## src/rtl/core/srfb_pkg.sv

```systemverilog
// Shared types, constants and helpers of the shape rasterizer framebuffer.
// Used by every file of the block; depends on nothing.

package srfb_pkg;

   // Board geometry and derived widths.
   localparam int BOARD_SIDE  = 32;
   localparam int COORD_W     = 5;
   localparam int CELLS       = BOARD_SIDE * BOARD_SIDE;
   localparam int ADDR_W      = $clog2(CELLS);
   localparam int COUNT_W     = 11;
   localparam int SQ_W        = 2 * COORD_W;
   localparam int DIST_W      = SQ_W + 1;
   localparam int QUEUE_DEPTH = 2;
   localparam int QPTR_W      = $clog2(QUEUE_DEPTH);
   localparam int QCNT_W      = $clog2(QUEUE_DEPTH + 1);

   typedef logic [COORD_W-1:0] coord_type;
   typedef logic [ADDR_W-1:0]  addr_type;
   typedef logic [COUNT_W-1:0] count_type;
   typedef logic [SQ_W-1:0]    square_type;
   typedef logic [2:0]         code_type;

   // Pixel codes held in the framebuffer.
   localparam code_type CODE_BLANK  = 3'd0;
   localparam code_type CODE_POINT  = 3'd1;
   localparam code_type CODE_HEDGE  = 3'd2;
   localparam code_type CODE_VEDGE  = 3'd3;
   localparam code_type CODE_CIRCLE = 3'd4;

   // Command opcodes as they arrive on the request channel.
   typedef enum logic [2:0] {
      OP_POINT  = 3'd0,
      OP_HLINE  = 3'd1,
      OP_VLINE  = 3'd2,
      OP_RECT   = 3'd3,
      OP_CIRCLE = 3'd4,
      OP_READ   = 3'd5
   } opcode_type;

   typedef enum logic [1:0] {
      KIND_DRAW,
      KIND_READ,
      KIND_NONE
   } kind_type;

   typedef enum logic [2:0] {
      SHAPE_POINT,
      SHAPE_HLINE,
      SHAPE_VLINE,
      SHAPE_RECT,
      SHAPE_CIRCLE
   } shape_type;

   // A classified command as it travels from the front end to the draw engine.
   typedef struct packed {
      kind_type   kind;
      shape_type  shape;
      code_type   code;
      coord_type  sx;
      coord_type  sy;
      coord_type  ex;
      coord_type  ey;
      coord_type  x_lo;
      coord_type  x_hi;
      coord_type  y_lo;
      coord_type  y_hi;
      square_type r_sq;
      addr_type   addr;
   } cmd_type;

   typedef struct packed {
      logic full;
      logic empty;
   } queue_status_type;

   typedef struct packed {
      logic clearing;
      logic pop;
   } back_ctl_type;

   typedef enum logic [2:0] {
      ST_CLEAR,
      ST_IDLE,
      ST_SCAN,
      ST_READ,
      ST_DONE
   } back_state_type;

   function automatic coord_type coord_min(coord_type a, coord_type b);
      return (a < b) ? a : b;
   endfunction

   function automatic coord_type coord_max(coord_type a, coord_type b);
      return (a > b) ? a : b;
   endfunction

   // Linear framebuffer address of a board pixel.
   function automatic addr_type pixel_addr(coord_type x, coord_type y);
      return addr_type'(ADDR_W'(y) * ADDR_W'(BOARD_SIDE)) + addr_type'(x);
   endfunction

endpackage

```

## src/rtl/core/srfb_req_if.sv

```systemverilog
// Request channel of the shape rasterizer framebuffer: one command per beat.
// Depends on srfb_pkg for the field widths.

interface srfb_req_if;
   logic               valid;
   logic               ready;
   logic [2:0]         opcode;
   srfb_pkg::coord_type start_x;
   srfb_pkg::coord_type start_y;
   srfb_pkg::coord_type end_x;
   srfb_pkg::coord_type end_y;
   srfb_pkg::coord_type radius;

   modport source (
      output valid, opcode, start_x, start_y, end_x, end_y, radius,
      input  ready
   );

   modport sink (
      input  valid, opcode, start_x, start_y, end_x, end_y, radius,
      output ready
   );
endinterface

```

## src/rtl/core/srfb_rsp_if.sv

```systemverilog
// Response channel of the shape rasterizer framebuffer: one result per beat.
// Depends on srfb_pkg for the field widths.

interface srfb_rsp_if;
   logic                valid;
   logic                ready;
   srfb_pkg::code_type  pixel_code;
   srfb_pkg::count_type pixels_written;

   modport source (
      output valid, pixel_code, pixels_written,
      input  ready
   );

   modport sink (
      input  valid, pixel_code, pixels_written,
      output ready
   );
endinterface

```

## src/rtl/core/srfb_queue.sv

```systemverilog
// Two-entry command queue between the front end and the draw engine.
// Depends on srfb_pkg for the command type.

module srfb_queue (
   input  logic                       clock,
   input  logic                       reset,
   input  logic                       push,
   input  srfb_pkg::cmd_type          push_cmd,
   input  logic                       pop,
   output srfb_pkg::cmd_type          head,
   output srfb_pkg::queue_status_type status
);

   srfb_pkg::cmd_type                 entry_ff [srfb_pkg::QUEUE_DEPTH];
   logic [srfb_pkg::QPTR_W-1:0]       wptr_ff, wptr_in;
   logic [srfb_pkg::QPTR_W-1:0]       rptr_ff, rptr_in;
   logic [srfb_pkg::QCNT_W-1:0]       count_ff, count_in;
   logic                              do_push, do_pop;

   // Pushes into a full queue and pops from an empty one are ignored.
   assign do_push = push && !status.full;
   assign do_pop  = pop && !status.empty;

   assign status.full  = (count_ff == srfb_pkg::QCNT_W'(srfb_pkg::QUEUE_DEPTH));
   assign status.empty = (count_ff == '0);
   assign head         = entry_ff[rptr_ff];

   // Pointer and fill count update.
   always_comb begin
      wptr_in  = wptr_ff;
      rptr_in  = rptr_ff;
      count_in = count_ff;
      if (do_push) begin
         wptr_in = (wptr_ff == srfb_pkg::QPTR_W'(srfb_pkg::QUEUE_DEPTH - 1)) ?
                   '0 : wptr_ff + 1'b1;
      end
      if (do_pop) begin
         rptr_in = (rptr_ff == srfb_pkg::QPTR_W'(srfb_pkg::QUEUE_DEPTH - 1)) ?
                   '0 : rptr_ff + 1'b1;
      end
      if (do_push && !do_pop) begin
         count_in = count_ff + 1'b1;
      end else if (do_pop && !do_push) begin
         count_in = count_ff - 1'b1;
      end
   end

   always_ff @(posedge clock) begin
      if (reset) begin
         wptr_ff  <= '0;
         rptr_ff  <= '0;
         count_ff <= '0;
      end else begin
         wptr_ff  <= wptr_in;
         rptr_ff  <= rptr_in;
         count_ff <= count_in;
      end
   end

   // Entry storage carries no reset.
   always_ff @(posedge clock) begin
      if (do_push) begin
         entry_ff[wptr_ff] <= push_cmd;
      end
   end

endmodule

```

## src/rtl/core/srfb_front.sv

```systemverilog
// Front end: takes request beats and classifies each into a command with its
// scan window. Depends on srfb_pkg and srfb_req_if.

module srfb_front (
   srfb_req_if.sink                   req_bus,
   input  srfb_pkg::back_ctl_type     back_ctl,
   input  srfb_pkg::queue_status_type q_status,
   output logic                       push,
   output srfb_pkg::cmd_type          push_cmd
);

   logic [srfb_pkg::COORD_W:0] circ_sum;
   srfb_pkg::coord_type        circ_lo, circ_hi;
   srfb_pkg::coord_type        x_min, x_max, y_min, y_max;

   // No command is taken while the framebuffer is being cleared.
   assign req_bus.ready = !back_ctl.clearing && !q_status.full;
   assign push          = req_bus.valid && req_bus.ready;

   assign x_min = srfb_pkg::coord_min(req_bus.start_x, req_bus.end_x);
   assign x_max = srfb_pkg::coord_max(req_bus.start_x, req_bus.end_x);
   assign y_min = srfb_pkg::coord_min(req_bus.start_y, req_bus.end_y);
   assign y_max = srfb_pkg::coord_max(req_bus.start_y, req_bus.end_y);

   // Circle bounding box clipped to the board; the row limits below come from start_y.
   assign circ_sum = {1'b0, req_bus.start_x} + {1'b0, req_bus.radius};
   assign circ_lo  = (req_bus.start_x >= req_bus.radius) ?
                     req_bus.start_x - req_bus.radius : '0;
   assign circ_hi  = (circ_sum > (srfb_pkg::COORD_W + 1)'(srfb_pkg::BOARD_SIDE - 1)) ?
                     srfb_pkg::COORD_W'(srfb_pkg::BOARD_SIDE - 1) :
                     circ_sum[srfb_pkg::COORD_W-1:0];

   logic [srfb_pkg::COORD_W:0] circ_sum_y;
   srfb_pkg::coord_type        circ_lo_y, circ_hi_y;

   assign circ_sum_y = {1'b0, req_bus.start_y} + {1'b0, req_bus.radius};
   assign circ_lo_y  = (req_bus.start_y >= req_bus.radius) ?
                       req_bus.start_y - req_bus.radius : '0;
   assign circ_hi_y  = (circ_sum_y > (srfb_pkg::COORD_W + 1)'(srfb_pkg::BOARD_SIDE - 1)) ?
                       srfb_pkg::COORD_W'(srfb_pkg::BOARD_SIDE - 1) :
                       circ_sum_y[srfb_pkg::COORD_W-1:0];

   // Classification: the draw engine scans the window and tests membership.
   always_comb begin
      push_cmd.kind  = srfb_pkg::KIND_NONE;
      push_cmd.shape = srfb_pkg::SHAPE_POINT;
      push_cmd.code  = srfb_pkg::CODE_BLANK;
      push_cmd.sx    = req_bus.start_x;
      push_cmd.sy    = req_bus.start_y;
      push_cmd.ex    = req_bus.end_x;
      push_cmd.ey    = req_bus.end_y;
      push_cmd.x_lo  = req_bus.start_x;
      push_cmd.x_hi  = req_bus.start_x;
      push_cmd.y_lo  = req_bus.start_y;
      push_cmd.y_hi  = req_bus.start_y;
      push_cmd.r_sq  = srfb_pkg::SQ_W'(req_bus.radius) * srfb_pkg::SQ_W'(req_bus.radius);
      push_cmd.addr  = srfb_pkg::pixel_addr(req_bus.start_x, req_bus.start_y);
      unique case (req_bus.opcode)
         srfb_pkg::OP_POINT: begin
            push_cmd.kind  = srfb_pkg::KIND_DRAW;
            push_cmd.shape = srfb_pkg::SHAPE_POINT;
            push_cmd.code  = srfb_pkg::CODE_POINT;
         end
         srfb_pkg::OP_HLINE: begin
            push_cmd.kind  = srfb_pkg::KIND_DRAW;
            push_cmd.shape = srfb_pkg::SHAPE_HLINE;
            push_cmd.code  = srfb_pkg::CODE_HEDGE;
            push_cmd.x_lo  = x_min;
            push_cmd.x_hi  = x_max;
         end
         srfb_pkg::OP_VLINE: begin
            push_cmd.kind  = srfb_pkg::KIND_DRAW;
            push_cmd.shape = srfb_pkg::SHAPE_VLINE;
            push_cmd.code  = srfb_pkg::CODE_VEDGE;
            push_cmd.y_lo  = y_min;
            push_cmd.y_hi  = y_max;
         end
         srfb_pkg::OP_RECT: begin
            push_cmd.kind  = srfb_pkg::KIND_DRAW;
            push_cmd.shape = srfb_pkg::SHAPE_RECT;
            push_cmd.code  = srfb_pkg::CODE_HEDGE;
            push_cmd.x_lo  = x_min;
            push_cmd.x_hi  = x_max;
            push_cmd.y_lo  = y_min;
            push_cmd.y_hi  = y_max;
         end
         srfb_pkg::OP_CIRCLE: begin
            push_cmd.kind  = srfb_pkg::KIND_DRAW;
            push_cmd.shape = srfb_pkg::SHAPE_CIRCLE;
            push_cmd.code  = srfb_pkg::CODE_CIRCLE;
            push_cmd.x_lo  = circ_lo;
            push_cmd.x_hi  = circ_hi;
            push_cmd.y_lo  = circ_lo_y;
            push_cmd.y_hi  = circ_hi_y;
         end
         srfb_pkg::OP_READ: begin
            push_cmd.kind  = srfb_pkg::KIND_READ;
         end
         default: begin
            push_cmd.kind  = srfb_pkg::KIND_NONE;
         end
      endcase
   end

endmodule

```

## src/rtl/core/srfb_back.sv

```systemverilog
// Draw engine: holds the framebuffer, scans each command's window one pixel
// a cycle, counts pixels written and drives the response register.
// Depends on srfb_pkg and srfb_rsp_if.

module srfb_back (
   input  logic                       clock,
   input  logic                       reset,
   input  srfb_pkg::cmd_type          head,
   input  srfb_pkg::queue_status_type q_status,
   output srfb_pkg::back_ctl_type     back_ctl,
   srfb_rsp_if.source                 rsp_bus
);

   srfb_pkg::code_type        pixel_mem [srfb_pkg::CELLS];

   srfb_pkg::back_state_type  state_ff, state_in;
   srfb_pkg::cmd_type         cmd_ff, cmd_in;
   srfb_pkg::coord_type       x_ff, x_in;
   srfb_pkg::coord_type       y_ff, y_in;
   srfb_pkg::count_type       count_ff, count_in;
   srfb_pkg::code_type        res_code_ff, res_code_in;
   srfb_pkg::addr_type        clear_addr_ff, clear_addr_in;
   srfb_pkg::code_type        rd_code_ff;
   logic                      rsp_valid_ff, rsp_valid_in;
   srfb_pkg::code_type        rsp_code_ff, rsp_code_in;
   srfb_pkg::count_type       rsp_count_ff, rsp_count_in;

   logic                      mem_we;
   srfb_pkg::addr_type        mem_waddr;
   srfb_pkg::code_type        mem_wdata;

   logic signed [srfb_pkg::COORD_W+1:0] dx, dy;
   srfb_pkg::coord_type       adx, ady;
   srfb_pkg::square_type      sq_x, sq_y;
   logic [srfb_pkg::DIST_W-1:0] dist_sq;
   logic                      in_circle, on_row, on_col, in_rect, hit;

   assign rsp_bus.valid          = rsp_valid_ff;
   assign rsp_bus.pixel_code     = rsp_code_ff;
   assign rsp_bus.pixels_written = rsp_count_ff;

   // Circle test on the scan position: dx squared plus dy squared against r squared.
   assign dx   = $signed({2'b00, x_ff}) - $signed({2'b00, cmd_ff.sx});
   assign dy   = $signed({2'b00, y_ff}) - $signed({2'b00, cmd_ff.sy});
   assign adx  = dx[srfb_pkg::COORD_W+1] ? srfb_pkg::COORD_W'(-dx) :
                 srfb_pkg::COORD_W'(dx);
   assign ady  = dy[srfb_pkg::COORD_W+1] ? srfb_pkg::COORD_W'(-dy) :
                 srfb_pkg::COORD_W'(dy);
   assign sq_x = srfb_pkg::SQ_W'(adx) * srfb_pkg::SQ_W'(adx);
   assign sq_y = srfb_pkg::SQ_W'(ady) * srfb_pkg::SQ_W'(ady);
   assign dist_sq   = srfb_pkg::DIST_W'(sq_x) + srfb_pkg::DIST_W'(sq_y);
   assign in_circle = (dist_sq <= srfb_pkg::DIST_W'(cmd_ff.r_sq));

   // Rectangle outline: top and bottom rows over start..end columns, both side
   // columns over the rows from the start row up to, but not including, the end row.
   assign on_row  = ((y_ff == cmd_ff.sy) || (y_ff == cmd_ff.ey)) &&
                    (x_ff >= cmd_ff.sx) && (x_ff <= cmd_ff.ex);
   assign on_col  = ((x_ff == cmd_ff.sx) || (x_ff == cmd_ff.ex)) &&
                    (y_ff >= cmd_ff.sy) && (y_ff < cmd_ff.ey);
   assign in_rect = on_row || on_col;

   // Membership of the current scan pixel in the shape.
   always_comb begin
      unique case (cmd_ff.shape)
         srfb_pkg::SHAPE_POINT:  hit = 1'b1;
         srfb_pkg::SHAPE_HLINE:  hit = (x_ff >= cmd_ff.sx) && (x_ff <= cmd_ff.ex);
         srfb_pkg::SHAPE_VLINE:  hit = (y_ff >= cmd_ff.sy) && (y_ff <= cmd_ff.ey);
         srfb_pkg::SHAPE_RECT:   hit = in_rect;
         srfb_pkg::SHAPE_CIRCLE: hit = in_circle;
         default:                hit = 1'b0;
      endcase
   end

   // Sequencer: clearing sweep, command pickup, scan, read and result hand-off.
   always_comb begin
      state_in      = state_ff;
      cmd_in        = cmd_ff;
      x_in          = x_ff;
      y_in          = y_ff;
      count_in      = count_ff;
      res_code_in   = res_code_ff;
      clear_addr_in = clear_addr_ff;
      rsp_valid_in  = rsp_valid_ff && !rsp_bus.ready;
      rsp_code_in   = rsp_code_ff;
      rsp_count_in  = rsp_count_ff;
      mem_we        = 1'b0;
      mem_waddr     = srfb_pkg::pixel_addr(x_ff, y_ff);
      mem_wdata     = cmd_ff.code;
      back_ctl.clearing = 1'b0;
      back_ctl.pop      = 1'b0;
      unique case (state_ff)
         srfb_pkg::ST_CLEAR: begin
            back_ctl.clearing = 1'b1;
            mem_we        = 1'b1;
            mem_waddr     = clear_addr_ff;
            mem_wdata     = srfb_pkg::CODE_BLANK;
            clear_addr_in = clear_addr_ff + 1'b1;
            if (clear_addr_ff == srfb_pkg::ADDR_W'(srfb_pkg::CELLS - 1)) begin
               state_in = srfb_pkg::ST_IDLE;
            end
         end
         srfb_pkg::ST_IDLE: begin
            if (!q_status.empty) begin
               back_ctl.pop = 1'b1;
               cmd_in       = head;
               x_in         = head.x_lo;
               y_in         = head.y_lo;
               count_in     = '0;
               res_code_in  = srfb_pkg::CODE_BLANK;
               unique case (head.kind)
                  srfb_pkg::KIND_DRAW: state_in = srfb_pkg::ST_SCAN;
                  srfb_pkg::KIND_READ: state_in = srfb_pkg::ST_READ;
                  default:             state_in = srfb_pkg::ST_DONE;
               endcase
            end
         end
         srfb_pkg::ST_SCAN: begin
            if (hit) begin
               mem_we   = 1'b1;
               count_in = count_ff + 1'b1;
            end
            if (x_ff == cmd_ff.x_hi) begin
               x_in = cmd_ff.x_lo;
               if (y_ff == cmd_ff.y_hi) begin
                  state_in = srfb_pkg::ST_DONE;
               end else begin
                  y_in = y_ff + 1'b1;
               end
            end else begin
               x_in = x_ff + 1'b1;
            end
         end
         srfb_pkg::ST_READ: begin
            res_code_in = rd_code_ff;
            state_in    = srfb_pkg::ST_DONE;
         end
         srfb_pkg::ST_DONE: begin
            if (!rsp_valid_ff || rsp_bus.ready) begin
               rsp_valid_in = 1'b1;
               rsp_code_in  = res_code_ff;
               rsp_count_in = count_ff;
               state_in     = srfb_pkg::ST_IDLE;
            end
         end
         default: begin
            state_in = srfb_pkg::ST_IDLE;
         end
      endcase
   end

   always_ff @(posedge clock) begin
      if (reset) begin
         state_ff      <= srfb_pkg::ST_CLEAR;
         clear_addr_ff <= '0;
         rsp_valid_ff  <= 1'b0;
      end else begin
         state_ff      <= state_in;
         clear_addr_ff <= clear_addr_in;
         rsp_valid_ff  <= rsp_valid_in;
      end
   end

   // Payload registers carry no reset.
   always_ff @(posedge clock) begin
      cmd_ff       <= cmd_in;
      x_ff         <= x_in;
      y_ff         <= y_in;
      count_ff     <= count_in;
      res_code_ff  <= res_code_in;
      rsp_code_ff  <= rsp_code_in;
      rsp_count_ff <= rsp_count_in;
   end

   // Framebuffer: one write port, one registered read port at the queue head.
   always_ff @(posedge clock) begin
      if (mem_we) begin
         pixel_mem[mem_waddr] <= mem_wdata;
      end
      rd_code_ff <= pixel_mem[head.addr];
   end

endmodule

```

## src/rtl/core/shape_rasterizer_framebuffer_unit.sv

```systemverilog
// Top level of the shape rasterizer framebuffer: front end, command queue and
// draw engine. Depends on srfb_pkg, srfb_req_if, srfb_rsp_if and the three cores.
//
//   Channel   Direction  Beat carries
//   req_bus   in         opcode, start_x, start_y, end_x, end_y, radius
//   rsp_bus   out        pixel_code, pixels_written
//
// A draw command scans its clipped bounding window one pixel per cycle through
// the single framebuffer write port: a point scans a single pixel, a full-board
// rectangle or circle up to 1024 pixels, plus pickup and hand-off.
// A read passes pickup, a state taking the registered read port, and hand-off.
// After reset all 1024 framebuffer cells are swept to blank, with req ready low.
// Up to two commands wait in the queue while the engine stalls on rsp ready.

module shape_rasterizer_framebuffer_unit (
   input  logic       clock,
   input  logic       reset,
   srfb_req_if.sink   req_bus,
   srfb_rsp_if.source rsp_bus
);

   srfb_pkg::cmd_type          push_cmd;
   srfb_pkg::cmd_type          head;
   srfb_pkg::queue_status_type q_status;
   srfb_pkg::back_ctl_type     back_ctl;
   logic                       push;

   srfb_front u_front (
      .req_bus  (req_bus),
      .back_ctl (back_ctl),
      .q_status (q_status),
      .push     (push),
      .push_cmd (push_cmd)
   );

   srfb_queue u_queue (
      .clock    (clock),
      .reset    (reset),
      .push     (push),
      .push_cmd (push_cmd),
      .pop      (back_ctl.pop),
      .head     (head),
      .status   (q_status)
   );

   srfb_back u_back (
      .clock    (clock),
      .reset    (reset),
      .head     (head),
      .q_status (q_status),
      .back_ctl (back_ctl),
      .rsp_bus  (rsp_bus)
   );

endmodule
```

## src/flat_wrapper.sv

```systemverilog
// flat-port wrapper written by rule: the top's interface ports become plain ports
module shape_rasterizer_framebuffer_unit_flat 
  (clock, reset, req_bus_valid, req_bus_opcode, req_bus_start_x, req_bus_start_y, req_bus_end_x, req_bus_end_y, req_bus_radius, req_bus_ready, rsp_bus_valid, rsp_bus_pixel_code, rsp_bus_pixels_written, rsp_bus_ready);
  srfb_req_if req_bus_i ();
  srfb_rsp_if rsp_bus_i ();
  input  logic clock;
  input  logic reset;
  input wire logic [$bits(req_bus_i.valid)-1:0] req_bus_valid;
  input wire logic [$bits(req_bus_i.opcode)-1:0] req_bus_opcode;
  input wire logic [$bits(req_bus_i.start_x)-1:0] req_bus_start_x;
  input wire logic [$bits(req_bus_i.start_y)-1:0] req_bus_start_y;
  input wire logic [$bits(req_bus_i.end_x)-1:0] req_bus_end_x;
  input wire logic [$bits(req_bus_i.end_y)-1:0] req_bus_end_y;
  input wire logic [$bits(req_bus_i.radius)-1:0] req_bus_radius;
  output wire logic [$bits(req_bus_i.ready)-1:0] req_bus_ready;
  output wire logic [$bits(rsp_bus_i.valid)-1:0] rsp_bus_valid;
  output wire logic [$bits(rsp_bus_i.pixel_code)-1:0] rsp_bus_pixel_code;
  output wire logic [$bits(rsp_bus_i.pixels_written)-1:0] rsp_bus_pixels_written;
  input wire logic [$bits(rsp_bus_i.ready)-1:0] rsp_bus_ready;
  assign req_bus_i.valid = req_bus_valid;
  assign req_bus_i.opcode = req_bus_opcode;
  assign req_bus_i.start_x = req_bus_start_x;
  assign req_bus_i.start_y = req_bus_start_y;
  assign req_bus_i.end_x = req_bus_end_x;
  assign req_bus_i.end_y = req_bus_end_y;
  assign req_bus_i.radius = req_bus_radius;
  assign req_bus_ready = req_bus_i.ready;
  assign rsp_bus_valid = rsp_bus_i.valid;
  assign rsp_bus_pixel_code = rsp_bus_i.pixel_code;
  assign rsp_bus_pixels_written = rsp_bus_i.pixels_written;
  assign rsp_bus_i.ready = rsp_bus_ready;
  shape_rasterizer_framebuffer_unit u_core (.clock(clock), .reset(reset), .req_bus(req_bus_i), .rsp_bus(rsp_bus_i));
endmodule
```

## config.mk

```make
export PLATFORM = sky130hd
export DESIGN_NAME = shape_rasterizer_framebuffer_unit_flat
export DESIGN_NICKNAME = d
export VERILOG_FILES = /design/src/rtl/core/srfb_pkg.sv /design/src/rtl/core/srfb_req_if.sv /design/src/rtl/core/srfb_rsp_if.sv /design/src/rtl/core/srfb_queue.sv /design/src/rtl/core/srfb_front.sv /design/src/rtl/core/srfb_back.sv /design/src/rtl/core/shape_rasterizer_framebuffer_unit.sv /design/src/flat_wrapper.sv
export SDC_FILE = /design/constraint.sdc
export NUM_CORES = 2
export LEC_CHECK = 0
export ABC_CLOCK_PERIOD_IN_PS = 36000
export BUFFER_PORTS_ARGS = -buffer_cell sky130_fd_sc_hd__buf_2
export CORE_UTILIZATION = 30
export CTS_CLUSTER_SIZE = 40
export DETAILED_ROUTE_END_ITERATION = 8
export HOLD_SLACK_MARGIN = 0.08
export PLACE_DENSITY_LB_ADDON = 0.25
export SLEW_MARGIN = 20
export SYNTH_ARGS = -nofsm -noshare
export SYNTH_HDL_FRONTEND = slang
export SYNTH_SLANG_ARGS = --single-unit
```

## constraint.sdc

```tcl
create_clock -name clock -period 36 [get_ports clock]
set_input_delay 3.6 -clock clock [delete_from_list [all_inputs] [get_ports clock]]
set_output_delay 3.6 -clock clock [all_outputs]
set_load 0.02 [all_outputs]
```

Word level (Yosys, flattened, before mapping)
Memory sizes are Yosys's and may differ from the RTL's. A register that Yosys moved wholly into a read port is not among the register bits.
Cells that the tools add are included.
Storage, ports and cells
  register bits after elaboration: 107
  bits in writable memories: 3208
  input bits: 32
  output and inout port bits: 16
  logic and storage cells: 185
  memories kept: 2
Operators by class
  add/subtract/negate cells: 19
  $mul: 3
  magnitude comparators: 14
  eq/ne operators: 29
  mux-type cells: 53
  bitwise logic cells: 1
  reduce and logical (&&, ||, !) cells: 42
Memories
  u_core.u_back.pixel_mem: depth 1024, bits a word 3, read ports 1, clocked after Yosys merged registers in 1, write ports 1, RTL line srfb_back.sv:14  | srfb_pkg::code_type pixel_mem [srfb_pkg::CELLS];
  u_core.u_queue.entry_ff: depth 2, bits a word 68, read ports 1, clocked after Yosys merged registers in 1, write ports 1, RTL line srfb_queue.sv:14  | srfb_pkg::cmd_type entry_ff [srfb_pkg::QUEUE_DEPTH];
Operator list (count)
  $mux 5: 15
  $pmux 10 s2: 2
  $eq 5x5->1: 6
  $mul 5x5->10: 3
  $pmux 6 s5: 1
  $mux 11: 2
  $pmux 11 s2: 1
  $mux 3: 7
  $add 10x5->10: 2
  $ge 5x5->1: 4
  $pmux 5 s2: 2
  $eq 3x2->1 const B: 6
  $lt 5x5->1: 3
  $pmux 3 s5: 1
  $mux 1: 14
  $ne 2x2->1 const B: 7
  $logic_and 1x1->1: 13
  $add 5x5->6: 2
  $eq 3x3->1 const B: 4
  $gt 6x5->1 const B: 2
  $pmux 3 s2: 2
  $sub 5x5->6: 2
  $add 10x10->11: 1
  $add 11x1->11 const B: 1
  other kinds (31): 58

Logic depth before layout (Yosys ltp)
  word-level depth: 11
  depth in mapped cells: 37
  gate-level depth less buffers: 33

By module
From an unflattened synthesis, not the netlist that was laid out.
Unflattened totals
  cell total of the unflattened synthesis: 8983
  area, all modules: 142346.5 sq um
By module, submodules not included
  srfb_back: instances 1, cells each 8422, area each 134831.8 sq um, seq. area each 95261.4 sq um
  srfb_queue: instances 1, cells each 237, area each 5201.2 sq um, seq. area each 4184.0 sq um
  srfb_front: instances 1, cells each 324, area each 2313.5 sq um, seq. area each 0.0 sq um

Worst setup path after synthesis
No wires, ideal clock.
  kind: register -> register
  from: register u_core.u_back.state_ff[2]
  to: memory u_core.u_back.pixel_mem[0][0] (netlist name) (data pin)
  setup time: 5.244 ns
  data arrival time: 25.812 ns
  required time: 30.756 ns
  setup slack: 4.943 ns
  stages on the path, launching flop included: 6
  buffers on the path: 3
  clock period less this slack: 31.057 ns
  path through: dfxtp_1 > clkbuf_1 > nor3_1 > clkbuf_1 > buf_1 > nor2b_1
Between the ends
  word-level cells in the longest chain between the ends: 2
RTL lines
  start: declaration: RTL line srfb_back.sv:16  | srfb_pkg::back_state_type state_ff, state_in;
  start signal: assignment: RTL line srfb_back.sv:153  | state_ff <= srfb_pkg::ST_CLEAR;
  start signal: assignment: RTL line srfb_back.sv:157  | state_ff <= state_in;
  $logic_not 3->1: RTL line srfb_back.sv:91  | unique case (state_ff)
  $mux 3: RTL line srfb_back.sv:91
  named net u_core.u_back.mem_wdata[0]: RTL line srfb_back.sv:30  | srfb_pkg::code_type mem_wdata;
  end: declaration: RTL line srfb_back.sv:14
The timed path passes the listed nets, and every way through them passes these cells.

Worst setup path after layout
  from: register u_core.u_back.y_ff[0]
  to: memory u_core.u_back.pixel_mem[997][2] (netlist name), enable pin
Between the ends
  word-level cells in the longest chain between the ends: 11
  elaborated cells between the ends (all ways): 25
  those cells by class: 4 x add/sub; 1 x mul; 4 x order compare; 2 x eq/ne; 7 x mux; 7 x reduce/logical
RTL lines
  start: declaration: RTL line srfb_back.sv:19  | srfb_pkg::coord_type y_ff, y_in;
  start signal: assignment: RTL line srfb_back.sv:167  | y_ff <= y_in;
  $sub 5x5->6: RTL line srfb_back.sv:44  | assign dy = $signed({2'b00, y_ff}) - $signed({2'b00, cmd_ff.sy});
  $neg 5->5: RTL line srfb_back.sv:47  | assign ady = dy[srfb_pkg::COORD_W+1] ? srfb_pkg::COORD_W'(-dy) :
  $mux 5: RTL line srfb_back.sv:47
  $mul 5x5->10: RTL line srfb_back.sv:50  | assign sq_y = srfb_pkg::SQ_W'(ady) * srfb_pkg::SQ_W'(ady);
  $add 10x10->11: RTL line srfb_back.sv:51  | assign dist_sq = srfb_pkg::DIST_W'(sq_x) + srfb_pkg::DIST_W'(sq_y);
  $le 11x10->1: RTL line srfb_back.sv:52  | assign in_circle = (dist_sq <= srfb_pkg::DIST_W'(cmd_ff.r_sq));
  $pmux 1 s5: RTL line srfb_back.sv:64  | unique case (cmd_ff.shape)
  $mux 1: RTL line srfb_back.sv:118  | if (hit) begin
  $pmux 1 s2: RTL line srfb_back.sv:91
  $mux 1: RTL line srfb_back.sv:176  | if (mem_we) begin
  $mux 1 (not written as such): RTL line srfb_back.sv:177  | pixel_mem[mem_waddr] <= mem_wdata;
Parallel ways exist; a longest one is shown, timed or not.

==> tab_implementation.tex <==
\begin{tabular}{lr}
\hline
Metric & Value \\
\hline
\multicolumn{2}{l}{\textbf{Placement}} \\
Global placer's final weighted congestion & 0.811 \\
Cells after DPL & 15642 \\
Port Buffer Count & 47 \\
DP HPWL & 241000 um \\
\multicolumn{2}{l}{\textbf{Clock network}} \\
Clock insertion delay at the later pin of the skew report & 0.95 ns \\
Number of sinks on the clock net & 3293 \\
Root buffer selected by CTS & sky130\_fd\_sc\_hd\_\_clkbuf\_16 \\
Number of levels in the clock H-tree & 5 \\
Post-CTS sizing & 0 \\
CTS Hold Bufs & 0 \\
CTS Buf Count & 355 \\
Number of buffers inserted by post-CTS setup repair & 0 \\
CTS tree & done \\
Buffer levels on the longest clock path & 4 \\
Clock edge transition at the registers on the reported setup and hold paths & 0.06 ns \\
\multicolumn{2}{l}{\textbf{Layout}} \\
Total area of multi-input combinational cells & 37000 um2 \\
Total area of sequential cells & 98700 um2 \\
Area delta synth->final & 13.4\% \\
Fraction of final layout cells sized beyond drive strength 1 & 10.3\% \\
Number of filler cells placed in the layout & 44550 \\
Total number of nets in the final design & 10018 \\
Final Instance Count excl. Fillers & 16284 \\
\multicolumn{2}{l}{\textbf{Route}} \\
DRC Markers & 0 \\
ANT nets after route & 0 \\
Initial detailed-routing violation count & 8993 \\
Average routed wire per standard cell & 26.4 um \\
Number of search-and-repair iterations in the first detailed-routing pass & 7 \\
Via total after detailed routing & 86842 \\
Via-per-instance ratio & 5.33 \\
Total wire length after detailed routing & 429000 um \\
\multicolumn{2}{l}{\textbf{Worst setup path}} \\
Crit path launch type & register \\
Critical-path cell with the highest stage delay & sky130\_fd\_sc\_hd\_\_buf\_4 \\
Max Fanout on Critical Path & 174 \\
Most numerous cell on the critical path & sky130\_fd\_sc\_hd\_\_fa\_1 \\
Worst stage delay on the critical path & 0.89 ns \\
Category of the most critical setup path & register to register \\
Worst EP arrival & 12.61 ns \\
Critical Path Sink Type & register \\
Worst EP required & 36.58 ns \\
\multicolumn{2}{l}{\textbf{Global route}} \\
Pin count of the biggest net entering global routing & 212 \\
Number of global-route vias before repair & 89156 \\
Total global routing track utilization & 17.7\% \\
Total global routing overflow & 0 \\
Wire length of the first global-routing pass & 621000 um \\
Number of antenna violations at the first check in global routing & 20 \\
\multicolumn{2}{l}{\textbf{Power}} \\
Power per cell area & 50.7 nW/um2 \\
Maximum VDD drop & 0.0356 mV \\
Leakage & 48.5 nW \\
\multicolumn{2}{l}{\textbf{Synth}} \\
Mapped Avg Cell Area & 14.0 um2 \\
Nets in the synthesized netlist & 10146 \\
Synth cell types & 74 \\
Leading cell type by number of instances after synthesis & sky130\_fd\_sc\_hd\_\_edfxtp\_1 \\
Flip-flop and latch count after synthesis & 3293 \\
Number of enable flip-flop cells after synthesis & 3271 \\
Sequential share of the synthesized area & 70.8\% \\
Yosys warnings & 0 \\
Netlist area before placement & 139000 um2 \\
Synth Instances & 9979 \\
Post-synth top area share & 70.5\% \\
Post-synth top flop & sky130\_fd\_sc\_hd\_\_edfxtp\_1 \\
Top cells by instance count after synthesis & sky130\_fd\_sc\_hd\_\_edfxtp\_1 (3271), sky130\_fd\_sc\_hd\_\_nand2\_1 (1556), sky130\_fd\_sc\_hd\_\_nor3\_1 (1156) \\
Post-synthesis async set-or-reset flop share & 0\% \\
Library cell occupying the most area in the post-synthesis netlist & sky130\_fd\_sc\_hd\_\_edfxtp\_1 \\
Leading cell types by total area after synthesis & sky130\_fd\_sc\_hd\_\_edfxtp\_1 (70\%), sky130\_fd\_sc\_hd\_\_mux2i\_1 (4.5\%), sky130\_fd\_sc\_hd\_\_nand2\_1 (4.2\%), sky130\_fd\_sc\_hd\_\_nor3\_1 (4.2\%), sky130\_fd\_sc\_hd\_\_mux4\_2 (2.6\%) \\
\multicolumn{2}{l}{\textbf{Timing}} \\
Max-slew violation count & 0 \\
Period utilisation layout & 33.4\% \\
Number of endpoints with negative hold slack in the final report & 0 \\
Slew Limit Headroom & 0.255\% \\
Worst setup skew after layout & 0.0630 ns \\
Crit path time final & 12.03 ns \\
Unrepaired setup endpoints after global routing & false \\
Setup Total Neg Slack & 0 ns \\
Transition time at the pin with the least slew margin & 1.50 ns \\
Top achievable clock speed & 0.0831 GHz \\
Final setup viols & 0 \\
\multicolumn{2}{l}{\textbf{Floorplanning}} \\
Core box area & 461000 um2 \\
Number of standard-cell rows in the floorplan & 249 \\
Initial core utilization & 30.2\% \\
IO Pins & 48 \\
DIE AREA & 467000 um2 \\
Y dimension of the die & 684 um \\
Chip Width & 684 um \\
\multicolumn{2}{l}{\textbf{Job}} \\
Reported max-cap violation count & 0 \\
\multicolumn{2}{l}{\textbf{Status}} \\
Outcome & finished, final reports clean \\
\multicolumn{2}{l}{\textbf{Min path}} \\
Class of the tightest hold or removal check & register to register \\
\hline
\end{tabular}
## registers in the layout, indices dropped and copies added, names as in the netlist, 5 cells and up, named ones only
signal	cells
u_core.u_back.clear_addr_ff	10
u_core.u_back.x_ff	5
u_core.u_back.pixel_mem	3072
u_core.u_back.count_ff	11
u_core.u_queue.entry_ff	112
u_core.u_back.y_ff	5
u_core.u_back.cmd_ff	49
u_core.u_back.rsp_bus.pixels_written	11
## layout by cell type, fill, tap and decap left out, types with 59 or more instances in the layout
| cell | instances |
|---|---|
| sky130_fd_sc_hd__o221ai_1 | 198 |
| sky130_fd_sc_hd__a2111oi_0 | 59 |
| sky130_fd_sc_hd__nand3_1 | 480 |
| sky130_fd_sc_hd__mux4_2 | 159 |
| sky130_fd_sc_hd__clkinv_1 | 69 |
| sky130_fd_sc_hd__o21ai_0 | 133 |
| sky130_fd_sc_hd__a21oi_1 | 493 |
| sky130_fd_sc_hd__inv_1 | 129 |
| sky130_fd_sc_hd__buf_4 | 185 |
| sky130_fd_sc_hd__nor3_1 | 1153 |
| sky130_fd_sc_hd__clkbuf_1 | 59 |
| sky130_fd_sc_hd__nand2_1 | 1554 |
| sky130_fd_sc_hd__ha_1 | 105 |
| sky130_fd_sc_hd__nor2_1 | 150 |
| sky130_fd_sc_hd__edfxtp_1 | 3271 |
| sky130_fd_sc_hd__mux2i_1 | 618 |
| sky130_fd_sc_hd__o22ai_1 | 123 |
| sky130_fd_sc_hd__clkbuf_16 | 366 |
## metal layers
metal / GRT usage, % / wire, um / vias up / share of wire, %
met2: 29.9 / 206000 / 3190 / 48
li1: - / - / 38086 / -
met4: 5.43 / 13700 / 8 / 3.2
met3: 2.35 / 27900 / 694 / 6.5
met1: 23.8 / 182000 / 44864 / 42
met5: 0 / 51 / - / 0.012
## report_power, final
group | switching (mW) | total [mW] | internal [mW]
logic | 0.0972 | 0.115 | 0.0180
clock network | 1.53 | 3.74 | 2.21
registers | 0.00106 | 4.16 | 4.15
total | 1.63 | 8.01 | 6.38
## layout make-up
cell class / count / share of cell area (%)
diodes: 2 / 0.00317
multi-input cells: 5803 / 23.4
clock inverters: 212 / 1.54
clock buffers: 427 / 5.95
well taps: 6149 / 4.87
inverters: 136 / 0.355
flip-flops and latches: 3293 / 62.4
repair buffers: 262 / 1.40
## worst paths after layout
| kind | startpoint | end | slack, ns | depth (start not counted) |
|---|---|---|---|---|
| worst max-delay path | u_core.u_back.y_ff[0] | u_core.u_back.pixel_mem[997][2] | 23.97 | 34 |
| worst min-delay path | u_core.u_back.res_code_ff[2] | u_core.u_back.rsp_bus.pixel_code[2] | 0.44 | 0 |
| worst max register to register | u_core.u_back.y_ff[0] | u_core.u_back.pixel_mem[997][2] | 23.97 | 34 |
| worst min register to register | u_core.u_back.res_code_ff[2] | u_core.u_back.rsp_bus.pixel_code[2] | 0.44 | 0 |
## logic make-up (layout without fill, tap and decap cells)
| family | Yosys count | count (layout) | synth area share [%] |
|---|---|---|---|
| adder cells (fa/ha/maj) | 135 | 135 | 1.37 |
| AO/OA/AOI/OAI | 1224 | 1224 | 5.65 |
| AND/OR/NAND/NOR | 3547 | 3547 | 11.4 |
| buffers and inverters | 883 | 1037 | 2.93 |
| XOR/XNOR | 72 | 72 | 0.452 |
| multiplexers | 825 | 825 | 7.41 |
| flip-flops | 3293 | 3293 | 70.8 |
| other | 0 | 2 | 0 |
## critical path, delay by kind of cell (launching register included)
family                   cells  cell delay [ns]
buffers and inverters       10             4.04
AND/OR/NAND/NOR              2             0.48
XOR/XNOR                     3             0.57
flip-flops                   1             0.52
AO/OA/AOI/OAI               10             1.99
adder cells (fa/ha/maj)      9             3.71
## metrics by stage
step / utilization, % / hold WS, ns / cell area (um2) / setup slack, ns / power [mW]
floorplan: - / 0.400 / 139000 / 4.94 / 4.29
global placement: 31.7 / 0.446 / 146000 / 24.01 / 4.35
detailed placement: 31.7 / 0.434 / 146000 / 24.13 / 4.35
CTS: 34.3 / 0.451 / 158000 / 24.06 / 8.06
global route: 34.3 / 0.449 / 158000 / 23.13 / 8.19
finish: 34.3 / 0.442 / 158000 / 23.97 / 8.01
No activity file was read; power rests on OpenSTA's default activity.
